===== config.mk =====
export PLATFORM = sky130hd
export DESIGN_NAME = six_button_gamepad_poll_decoder
export DESIGN_NICKNAME = d
export VERILOG_FILES = /design/src/sbgpd_pkg.sv /design/src/six_button_gamepad_poll_decoder.sv /design/src/sbgpd_pad_dec.sv
export SDC_FILE = /design/constraint.sdc
export NUM_CORES = 1
export LEC_CHECK = 0
export BUFFER_PORTS_ARGS = -buffer_cell sky130_fd_sc_hd__buf_2
export CORE_ASPECT_RATIO = 0.5
export CORE_MARGIN = 10
export CORE_UTILIZATION = 55
export DETAILED_ROUTE_END_ITERATION = 6
export GPL_TIMING_DRIVEN = 0
export PLACE_DENSITY = 0.95
export SLEW_MARGIN = 5
export SYNTH_ARGS = -nofsm -noshare
export SYNTH_HDL_FRONTEND = slang
export SYNTH_SLANG_ARGS = --single-unit

===== constraint.sdc =====
create_clock -name clk_i -period 2.5 [get_ports clk_i]
set_input_delay 0 -clock clk_i [delete_from_list [all_inputs] [get_ports clk_i]]
set_output_delay 0 -clock clk_i [all_outputs]
set_load 0.03 [all_outputs]

===== src/sbgpd_pkg.sv =====
// Shared constants and types for the six-button gamepad poll decoder.
// No dependencies; used by sbgpd_pad_dec and six_button_gamepad_poll_decoder.
`default_nettype none

package sbgpd_pkg;

  // Poll cycle geometry.
  localparam int unsigned PHASE_COUNT = 8;
  localparam int unsigned PHASE_W     = 3;
  localparam int unsigned PAD_PINS    = 8;
  localparam int unsigned SNAP_W      = 2 * PAD_PINS;
  localparam int unsigned BTN_W       = 12;

  localparam logic [PHASE_W-1:0] LAST_PHASE = PHASE_W'(PHASE_COUNT - 1);

  // Phase codes that carry meaning.
  localparam logic [PHASE_W-1:0] PH_FRAME_START = PHASE_W'(0);
  localparam logic [PHASE_W-1:0] PH_DETECT      = PHASE_W'(2);
  localparam logic [PHASE_W-1:0] PH_DPAD        = PHASE_W'(3);
  localparam logic [PHASE_W-1:0] PH_SIX_CHECK   = PHASE_W'(4);
  localparam logic [PHASE_W-1:0] PH_EXTRA       = PHASE_W'(5);

  // Bit positions within a button word.
  localparam int unsigned BTN_UP    = 0;
  localparam int unsigned BTN_DOWN  = 1;
  localparam int unsigned BTN_LEFT  = 2;
  localparam int unsigned BTN_RIGHT = 3;
  localparam int unsigned BTN_B     = 4;
  localparam int unsigned BTN_C     = 5;
  localparam int unsigned BTN_A     = 6;
  localparam int unsigned BTN_START = 7;
  localparam int unsigned BTN_Z     = 8;
  localparam int unsigned BTN_Y     = 9;
  localparam int unsigned BTN_X     = 10;
  localparam int unsigned BTN_MODE  = 11;

  // Everything the decoder keeps per pad.
  typedef struct packed {
    logic [BTN_W-1:0] word;
    logic             on;
    logic             six;
  } pad_state_t;

endpackage

`default_nettype wire


===== src/six_button_gamepad_poll_decoder.sv =====
// Top level of the two-pad six-button gamepad poll decoder.
// Depends on sbgpd_pkg and instantiates sbgpd_pad_dec once per pad.
//
//   Channel | Direction | Handshake               | Word
//   --------+-----------+-------------------------+---------------------------------
//   in      | sink      | in_valid_i / in_stall_o  | pin_snapshot_i
//   out     | source    | out_valid_o / out_stall_i| select, done, buttons, flags
//
// Each word passes an input register and then a result register, and its
// result is presented once the decode stage has fired; one word is taken per
// cycle when the output side does not stall. The throughput is set by the
// single decode stage, which updates the poll phase and pad state in one step.
// Reset clears the phase, both pad states and both valid flags. A stalled
// output holds its word; the input register takes one more word and then
// stalls the input until the waiting result is taken.
`default_nettype none

module six_button_gamepad_poll_decoder (
  input  wire logic                         clk_i,
  input  wire logic                         rst_ni,
  input  wire logic                         in_valid_i,
  output logic                              in_stall_o,
  input  wire logic [sbgpd_pkg::SNAP_W-1:0] pin_snapshot_i,
  output logic                              out_valid_o,
  input  wire logic                         out_stall_i,
  output logic                              select_level_o,
  output logic                              frame_done_o,
  output logic [sbgpd_pkg::BTN_W-1:0]       left_buttons_o,
  output logic [sbgpd_pkg::BTN_W-1:0]       right_buttons_o,
  output logic                              left_present_o,
  output logic                              right_present_o,
  output logic                              left_six_mode_o,
  output logic                              right_six_mode_o
);

  logic                             in_valid_q;
  logic [sbgpd_pkg::SNAP_W-1:0]     snap_q;
  logic                             out_valid_q;
  logic                             done_q;
  logic [sbgpd_pkg::PHASE_W-1:0]    phase_q;
  logic [sbgpd_pkg::PHASE_W-1:0]    phase_d;
  sbgpd_pkg::pad_state_t            left_q;
  sbgpd_pkg::pad_state_t            left_d;
  sbgpd_pkg::pad_state_t            right_q;
  sbgpd_pkg::pad_state_t            right_d;
  logic                             last_phase;
  logic                             advance;
  logic                             in_accept;

  // The decode stage fires when a word waits and the result register is free.
  assign advance    = in_valid_q && (!out_valid_q || !out_stall_i);
  assign in_stall_o = in_valid_q && !advance;
  assign in_accept  = in_valid_i && !in_stall_o;

  // Phase bookkeeping: anything at or above the last phase ends the frame.
  assign last_phase = (phase_q >= sbgpd_pkg::LAST_PHASE);
  assign phase_d    = last_phase ? '0 : phase_q + sbgpd_pkg::PHASE_W'(1);

  // One decoder per pad.
  sbgpd_pad_dec u_left_dec (
    .phase_i (phase_q),
    .last_i  (last_phase),
    .pins_i  (snap_q[sbgpd_pkg::PAD_PINS-1:0]),
    .state_i (left_q),
    .state_o (left_d)
  );

  sbgpd_pad_dec u_right_dec (
    .phase_i (phase_q),
    .last_i  (last_phase),
    .pins_i  (snap_q[sbgpd_pkg::SNAP_W-1:sbgpd_pkg::PAD_PINS]),
    .state_i (right_q),
    .state_o (right_d)
  );

  // Input register.
  always_ff @(posedge clk_i or negedge rst_ni) begin
    if (!rst_ni) begin
      in_valid_q <= 1'b0;
    end else if (in_accept) begin
      in_valid_q <= 1'b1;
    end else if (advance) begin
      in_valid_q <= 1'b0;
    end
  end

  always_ff @(posedge clk_i) begin
    if (in_accept) begin
      snap_q <= pin_snapshot_i;
    end
  end

  // Poll state and result register; the pad state doubles as the result word.
  always_ff @(posedge clk_i or negedge rst_ni) begin
    if (!rst_ni) begin
      out_valid_q <= 1'b0;
      done_q      <= 1'b0;
      phase_q     <= '0;
      left_q      <= '0;
      right_q     <= '0;
    end else begin
      if (advance) begin
        out_valid_q <= 1'b1;
        done_q      <= last_phase;
        phase_q     <= phase_d;
        left_q      <= left_d;
        right_q     <= right_d;
      end else if (!out_stall_i) begin
        out_valid_q <= 1'b0;
      end
    end
  end

  assign out_valid_o      = out_valid_q;
  assign select_level_o   = phase_q[0];
  assign frame_done_o     = done_q;
  assign left_buttons_o   = left_q.word;
  assign right_buttons_o  = right_q.word;
  assign left_present_o   = left_q.on;
  assign right_present_o  = right_q.on;
  assign left_six_mode_o  = left_q.six;
  assign right_six_mode_o = right_q.six;

  // The phase counter never runs past the last phase.
  assert property (@(posedge clk_i) disable iff (!rst_ni)
    phase_q <= sbgpd_pkg::LAST_PHASE)
    else $error("poll phase beyond last phase");

  // A finished frame always restarts the select line low.
  assert property (@(posedge clk_i) disable iff (!rst_ni)
    out_valid_q && done_q |-> !select_level_o)
    else $error("frame done without phase wrap");

  // At frame end a disconnected pad cannot report six-button mode.
  assert property (@(posedge clk_i) disable iff (!rst_ni)
    out_valid_q && done_q && (!left_q.on || !right_q.on) |->
      (left_q.on || !left_q.six) && (right_q.on || !right_q.six))
    else $error("six-button flag kept on a disconnected pad");

  // An accepted word is held in the input stage on the next cycle.
  assert property (@(posedge clk_i) disable iff (!rst_ni)
    in_accept |=> in_valid_q)
    else $error("accepted word lost");

  // The pad state only changes when the decode stage fires.
  assert property (@(posedge clk_i) disable iff (!rst_ni)
    !advance |=> $stable(phase_q) && $stable(left_q) && $stable(right_q))
    else $error("pad state changed without a decode");

endmodule

`default_nettype wire


===== src/sbgpd_pad_dec.sv =====
// Per-pad decode of one active-low pin byte at one poll phase.
// Depends on sbgpd_pkg for phase codes, button positions and pad_state_t.
`default_nettype none

module sbgpd_pad_dec (
  input  wire logic [sbgpd_pkg::PHASE_W-1:0]  phase_i,
  input  wire logic                           last_i,
  input  wire logic [sbgpd_pkg::PAD_PINS-1:0] pins_i,
  input  wire sbgpd_pkg::pad_state_t          state_i,
  output sbgpd_pkg::pad_state_t               state_o
);

  logic [sbgpd_pkg::PAD_PINS-1:0] pressed;
  sbgpd_pkg::pad_state_t          cur;
  sbgpd_pkg::pad_state_t          nxt;

  // Pins are active low; one means the line is asserted.
  assign pressed = ~pins_i;

  always_comb begin
    // A new frame clears the words and the connected flag, but keeps six-button mode.
    cur = state_i;
    if (phase_i == sbgpd_pkg::PH_FRAME_START) begin
      cur.word = '0;
      cur.on   = 1'b0;
    end

    nxt = cur;
    case (phase_i)
      sbgpd_pkg::PH_DETECT: begin
        if (pressed[2] && pressed[3]) begin
          nxt.on = 1'b1;
        end
        if (nxt.on) begin
          nxt.word[sbgpd_pkg::BTN_A]     = cur.word[sbgpd_pkg::BTN_A] | pressed[4];
          nxt.word[sbgpd_pkg::BTN_START] = cur.word[sbgpd_pkg::BTN_START] | pressed[5];
        end
      end
      sbgpd_pkg::PH_DPAD: begin
        nxt.word[sbgpd_pkg::BTN_UP]    = cur.word[sbgpd_pkg::BTN_UP] | pressed[0];
        nxt.word[sbgpd_pkg::BTN_DOWN]  = cur.word[sbgpd_pkg::BTN_DOWN] | pressed[1];
        nxt.word[sbgpd_pkg::BTN_LEFT]  = cur.word[sbgpd_pkg::BTN_LEFT] | pressed[2];
        nxt.word[sbgpd_pkg::BTN_RIGHT] = cur.word[sbgpd_pkg::BTN_RIGHT] | pressed[3];
        nxt.word[sbgpd_pkg::BTN_B]     = cur.word[sbgpd_pkg::BTN_B] | pressed[4];
        nxt.word[sbgpd_pkg::BTN_C]     = cur.word[sbgpd_pkg::BTN_C] | pressed[5];
      end
      sbgpd_pkg::PH_SIX_CHECK: begin
        nxt.six = pressed[0] & pressed[1];
      end
      sbgpd_pkg::PH_EXTRA: begin
        if (cur.six) begin
          nxt.word[sbgpd_pkg::BTN_Z]    = cur.word[sbgpd_pkg::BTN_Z] | pressed[0];
          nxt.word[sbgpd_pkg::BTN_Y]    = cur.word[sbgpd_pkg::BTN_Y] | pressed[1];
          nxt.word[sbgpd_pkg::BTN_X]    = cur.word[sbgpd_pkg::BTN_X] | pressed[2];
          nxt.word[sbgpd_pkg::BTN_MODE] = cur.word[sbgpd_pkg::BTN_MODE] | pressed[3];
        end
      end
      default: begin
        nxt = cur;
      end
    endcase

    // At the end of a frame a pad that is not connected drops six-button mode.
    if (last_i && !nxt.on) begin
      nxt.six = 1'b0;
    end
  end

  assign state_o = nxt;

endmodule

`default_nettype wire


# Word-level counts from Yosys, hierarchy flattened
# Cells that the tools add are included.
dict set report word_totals {
  input_bits 20
  out_inout_bits 32
  elab_cells 93
  register_bits 48
}
dict set report op_classes {
  n_reduce_logical 20
  n_lt_le_gt_ge 1
  addsub 1
  bitwise_logic 28
  muxes 27
  n_eq_ne 5
}
# op count
set ops {}
lappend ops {{two-way mux 13 bit} 2}
lappend ops {{bitwise OR 1 bit} 24}
lappend ops {{two-way mux 4 bit} 4}
lappend ops {{two-way mux 1 bit} 14}
lappend ops {{two-way mux 6 bit} 2}
lappend ops {{inverter 6 bit} 2}
lappend ops {{two-way mux 2 bit} 4}
lappend ops {{logical AND 1 bit} 7}
lappend ops {{equality test 3 x 2 -> 1 bit (second input constant)} 2}
lappend ops {{equality test 3 bit (second input constant)} 2}
lappend ops {{zero test 1 bit} 6}
lappend ops {{nonzero test 2 bit} 3}
lappend ops {{AND reduction 2 bit} 2}
lappend ops {{adder 3 x 1 -> 3 bit (second input constant)} 1}
lappend ops {{>= comparator 3 bit (second input constant)} 1}
lappend ops {{zero test 3 bit} 1}
lappend ops {{two-way mux 3 bit} 1}
lappend ops {{AND 1 bit} 2}
lappend ops {{inequality test 2 x 1 -> 1 bit (second input constant)} 1}
lappend ops {{logical OR 1 bit} 1}

# Longest topological paths before layout
dict set report depth {
  ltp_word 9
  mapped_depth 6
  mapped_depth_nobuf 5
}

# Cells and area by module
# Synthesis repeated with hierarchy kept, for this count alone.
dict set report hier_totals {
  hier_cells 187
  hier_area_um2 2394.8
}
# mod area_per_inst_um2 cells_per_inst n_inst seq_area_each_um2
set by_module_without_submodules {}
lappend by_module_without_submodules {six_button_gamepad_poll_decoder 1811.7 99 1 1331.3}
lappend by_module_without_submodules {sbgpd_pad_dec 291.5 44 2 0.0}

# Least setup slack after synthesis
# Ideal clock, no wire load.
dict set report synth_timing {
  path_kind {reg-to-reg}
  startpoint {reg phase_q[0] in the netlist's numbering}
  endpoint {reg left_q, in the netlist left_six_mode_o}
  path_stages_with_launch 6
  t_required_ns 2.368
  n_path_buf 0
  path_slack_ns 0.931
  setup_time_ns 0.132
  period_less_slack_ns 1.569
  t_arrival_ns 1.437
  cell_sequence {dfrtp_1 -> inv_1 -> ha_1 -> nand2b_1 -> a221oi_1 -> o21ai_0}
}
dict set report synth_via {
  elab_chain_cells 9
  elab_cells_between_ends 13
  classes_between {1 x order compare; 2 x eq/ne; 5 x mux; 5 x reduce/logical}
}
# element line
set synth_rtl {}
lappend synth_rtl {{start, declared} six_button_gamepad_poll_decoder.sv:40} ;# logic [sbgpd_pkg::PHASE_W-1:0] phase_q;
lappend synth_rtl {{start signal, assigned} six_button_gamepad_poll_decoder.sv:105} ;# phase_q <= phase_d;
lappend synth_rtl {{zero test 3 bit} sbgpd_pad_dec.sv:23} ;# if (phase_i == sbgpd_pkg::PH_FRAME_START) begin
lappend synth_rtl {{two-way mux 13 bit} sbgpd_pad_dec.sv:23}
lappend synth_rtl {{two-way mux 1 bit} sbgpd_pad_dec.sv:31} ;# if (pressed[2] && pressed[3]) begin
lappend synth_rtl {{two-way mux 1 bit (2 in series)} sbgpd_pad_dec.sv:29} ;# case (phase_i)
lappend synth_rtl {{zero test 1 bit} sbgpd_pad_dec.sv:64} ;# if (last_i && !nxt.on) begin
lappend synth_rtl {{logical AND 1 bit} sbgpd_pad_dec.sv:64}
lappend synth_rtl {{nonzero test 2 bit (no line)} --}
lappend synth_rtl {{AND reduction 2 bit (no line)} --}
lappend synth_rtl {{end signal, assigned} six_button_gamepad_poll_decoder.sv:106} ;# left_q <= left_d;
lappend synth_rtl {{end, declared} six_button_gamepad_poll_decoder.sv:42} ;# sbgpd_pkg::pad_state_t left_q;
# Parallel ways exist; a longest one is shown, timed or not. The select of a mux whose other input is x is not followed.
# A chain may end at the register's enable or synchronous reset.

# Worst setup path in the final report
# Ends and elaborated chain as after synthesis.

==> results_tabular.tex <==
\begin{tabular}{lr}
\hline
Metric & Value \\
\hline
\multicolumn{2}{l}{\textbf{Worst setup path}} \\
Setup crit end kind & flip-flop \\
Worst-path maximum fanout & 8 \\
Top Family by Delay on Critical Path & flip-flops \\
R2R Setup Slk & 810 ps \\
Slowest cell on the critical path & dfrtp\_1 \\
Crit Path Category & reg -> reg \\
Longest individual stage delay on the worst path & 440 ps \\
Sum of buffers and inverters on the critical path & 1 \\
Endpoint required time on the critical path & 2670 ps \\
Crit start category & flip-flop \\
Crit path arrival time & 1860 ps \\
CP Cell Sequence & inv\_1 -> ha\_1 -> nand2b\_1 -> a221oi\_1 -> o21ai\_0 \\
\multicolumn{2}{l}{\textbf{Global route}} \\
First-pass GRT wire length & 8070 µm \\
Leftover overflow at the end of global routing & 0 \\
Total track usage & 16.9\% \\
Maximum number of pins on one net before global-route repair & 35 \\
Antenna violations before repair & 0 \\
Number of global-route vias before repair & 1,580 \\
\multicolumn{2}{l}{\textbf{Logic synthesis}} \\
Synth area leaders & dfrtp\_1, edfxtp\_1, o2bb2ai\_1 \\
Synthesis warning total & 0 \\
Flip-flop cell with the highest count after synthesis & dfrtp\_1 \\
Area leader, netlist & dfrtp\_1 \\
Post-Synthesis Net Count & 154 \\
\#FFs+latches synth & 46 \\
Post-synth EDFFs & 12 \\
Sequential share of the synthesized area & 65.2\% \\
Per-instance average area after synthesis & 14.5 µm² \\
Instance count of the mapped netlist & 128 \\
Top-area cell type share of the netlist area & 45.8\% \\
Async S/R FF share, synth & 73.9\% \\
Number of distinct library cells after synthesis & 28 \\
Cell area after synthesis & 1860 µm² \\
\multicolumn{2}{l}{\textbf{Clocking}} \\
Number of clock buffers inserted by TritonCTS & 5 \\
Count of clock tree sinks & 46 \\
Post\_cts resized & 0 \\
TritonCTS clock tree & done \\
CTS clk-pin slew, worst paths & 90 ps \\
Root buffer cell & clkbuf\_8 \\
CTS HTree Levels & 2 \\
Worst skew pair latency & 300 ps \\
Max Root-Sink Buffers & 2 \\
\multicolumn{2}{l}{\textbf{Timing}} \\
Final period utilization & 67.6\% \\
Fin. Hold Viols & 0 \\
Max Fclk & 591 MHz \\
Transition time at the pin with the least slew margin & 730 ps \\
Count of endpoints failing setup in the final report & 0 \\
TNS Setup & 0 ps \\
WHS & 4.74 ps \\
Worst-case headroom to the max-slew limit & 51.4\% \\
Max-slew violation total from the final report & 0 \\
Skew final & 10.3 ps \\
Unrepaired setup endpoints after global routing & false \\
Post-layout minimum cycle time & 1690 ps \\
\multicolumn{2}{l}{\textbf{Drt}} \\
DRC marker count from the first detailed-route iteration & 109 \\
Number of vias per cell & 6.05 \\
Average routed wire per standard cell & 21.3 µm \\
Detail Route Antenna Nets & 0 \\
Total Routed Length & 5060 µm \\
Vias & 1,433 \\
Total iterations of the first detailed-routing run & 4 \\
Residual DRC & 0 \\
\multicolumn{2}{l}{\textbf{Power and ir drop}} \\
Static leakage & 1.11 nW \\
IR drop worst, VDD & 0.000764 V \\
Pwr Density & 1220 nW/µm² \\
Total power of the final layout & 0.00292 W \\
\multicolumn{2}{l}{\textbf{Hold path}} \\
Class of the tightest hold or removal check & in -> reg \\
\multicolumn{2}{l}{\textbf{Floorplan}} \\
Area inside the core boundary & 3120 µm² \\
Width of the chip & 102 µm \\
Starting Density & 59.6\% \\
Die area & 6240 µm² \\
FP Rows & 14 \\
Height of the die & 61.1 µm \\
Boundary Pins & 52 \\
\multicolumn{2}{l}{\textbf{Outcome}} \\
Outcome & finished, final reports clean \\
\multicolumn{2}{l}{\textbf{Placed design}} \\
Final GP Congestion & 0.822 \\
Placed wire-length estimate & 3190 µm \\
Number of input and output port buffers inserted & 47 \\
\multicolumn{2}{l}{\textbf{Cells and area}} \\
Area delta synth->final & 29.0\% \\
Nets@finish & 222 \\
Share of post-route cells with drive strength above 1 & 33.0\% \\
Number of diodes added for antenna fixing & 0 \\
Count of fill cells added during filler insertion & 168 \\
\multicolumn{2}{l}{\textbf{Flow run}} \\
Maximum capacitance violations & 0 \\
\hline
\end{tabular}
-- flip-flops by register name, summed over array words and instances (netlist names) --
register          cells
left_buttons_o       12
right_six_mode_o      1
phase_q               3
right_buttons_o      12
frame_done_o          1
in_valid_q            1
left_present_o        1
out_valid_o           1
right_present_o       1
snap_q               12
left_six_mode_o       1
-- cells in the mapped netlist (all sizes together), types with 2 or more instances --
| cell type | instances |
|---|---|
| dfrtp | 34 |
| o2bb2ai | 24 |
| edfxtp | 12 |
| ha | 6 |
| nor2 | 6 |
| o21ai | 6 |
| buf | 5 |
| inv | 4 |
| nand2 | 4 |
| a21boi | 3 |
| a221oi | 3 |
| nand3 | 3 |
| nor2b | 3 |
| a41oi | 2 |
| nand2b | 2 |
| nand4 | 2 |
| o211ai | 2 |
-- final timing paths --
kind | from | to | cells past startpoint
worst max-delay path | phase_q[0]$_DFFE_PN0P_ | left_six_mode_o$_DFFE_PN0P_ | 5
worst min-delay path | out_stall_i | out_valid_o$_DFFE_PN0P_ | 2
worst max register to register | phase_q[0]$_DFFE_PN0P_ | left_six_mode_o$_DFFE_PN0P_ | 5
worst min register to register | snap_q[5]$_DFFE_PP_ | left_buttons_o[7]$_DFFE_PN0P_ | 1
max in group asynchronous | rst_ni | right_buttons_o[2]$_DFFE_PN0P_ | 2
min in group asynchronous | rst_ni | right_buttons_o[11]$_DFFE_PN0P_ | 2
-- through the flow --
step                      utilization (%)  cell area, µm²  instances  worst slack [ps]
after global placement               68.7            2140        215               932
after floorplan                         -            1860        128               931
after CTS                            76.8            2390        237               815
after detailed placement             68.7            2140        215               858
final                                76.8            2390        237               809
after global routing                 76.8            2390        237               674
-- where the power goes --
| part | switching (W) | total [W] | internal [W] |
|---|---|---|---|
| clock network | 0.000255 | 0.000555 | 0.000300 |
| logic | 0.000809 | 0.00120 | 0.000395 |
| registers | 0.000166 | 0.00116 | 0.000991 |
| total | 0.00123 | 0.00292 | 0.00169 |
-- logic make-up after synthesis --
logic type	synth area share (%)
fa+ha+maj	4.04
compound gates	19.8
simple gates	7.75
flops	65.2
buf+inv	3.17
-- placed cells by master, fill, tap and decap left out --
cell type	instances
buf_6	3
a32o_1	1
nand2_1	4
clkinv_2	1
a21bo_2	1
a21boi_0	2
nor2_1	6
a21boi_4	1
nand3b_1	1
clkbuf_8	5
dfrtp_1	34
nor2b_1	3
inv_1	4
nand4_1	1
a221oi_1	3
o211ai_1	2
or3_1	1
inv_6	1
dlygate4sd3_1	14
bufinv_16	1
nand4_4	1
o2bb2ai_1	24
and2_1	1
nand3_4	1
buf_2	49
edfxtp_1	12
a41oi_1	2
ha_1	6
nand2b_1	2
a21o_2	1
o21ai_0	6
nand3_1	2
a31oi_1	1
-- per-layer routing --
layer / track usage (%) / up-vias / wire [µm]
met5: 0 / - / 0
met3: 4.13 / 16 / 331
met4: 8.57 / 0 / 160
met2: 30.2 / 76 / 2570
met1: 19.1 / 717 / 2000
li1: - / 624 / -
-- worst register-to-register path, cell delays in order (launching register included) --
cell and delay [ps]:
dfrtp_1 440, inv_1 130, ha_1 390, nand2b_1 170, a221oi_1 300, o21ai_0 130
-- area by class of cell --
cell class	instances	area [µm²]	share of cell area, %
buffer	5	43.8	1.83
clock buffer	5	68.8	2.87
timing repair buffer	61	375	15.7
clock inverter	3	43.8	1.83
multi-input combinational	73	587	24.5
inverter	4	15.0	0.627
sequential	46	1210	50.6
tap	40	50.0	2.09
-- repair_timing --
item,4_1_cts,5_1_grt
endpoints found under the hold margin,47,0
setup buffers,0,0
hold buffers,14,0
Power figures use the tool's default switching activity.
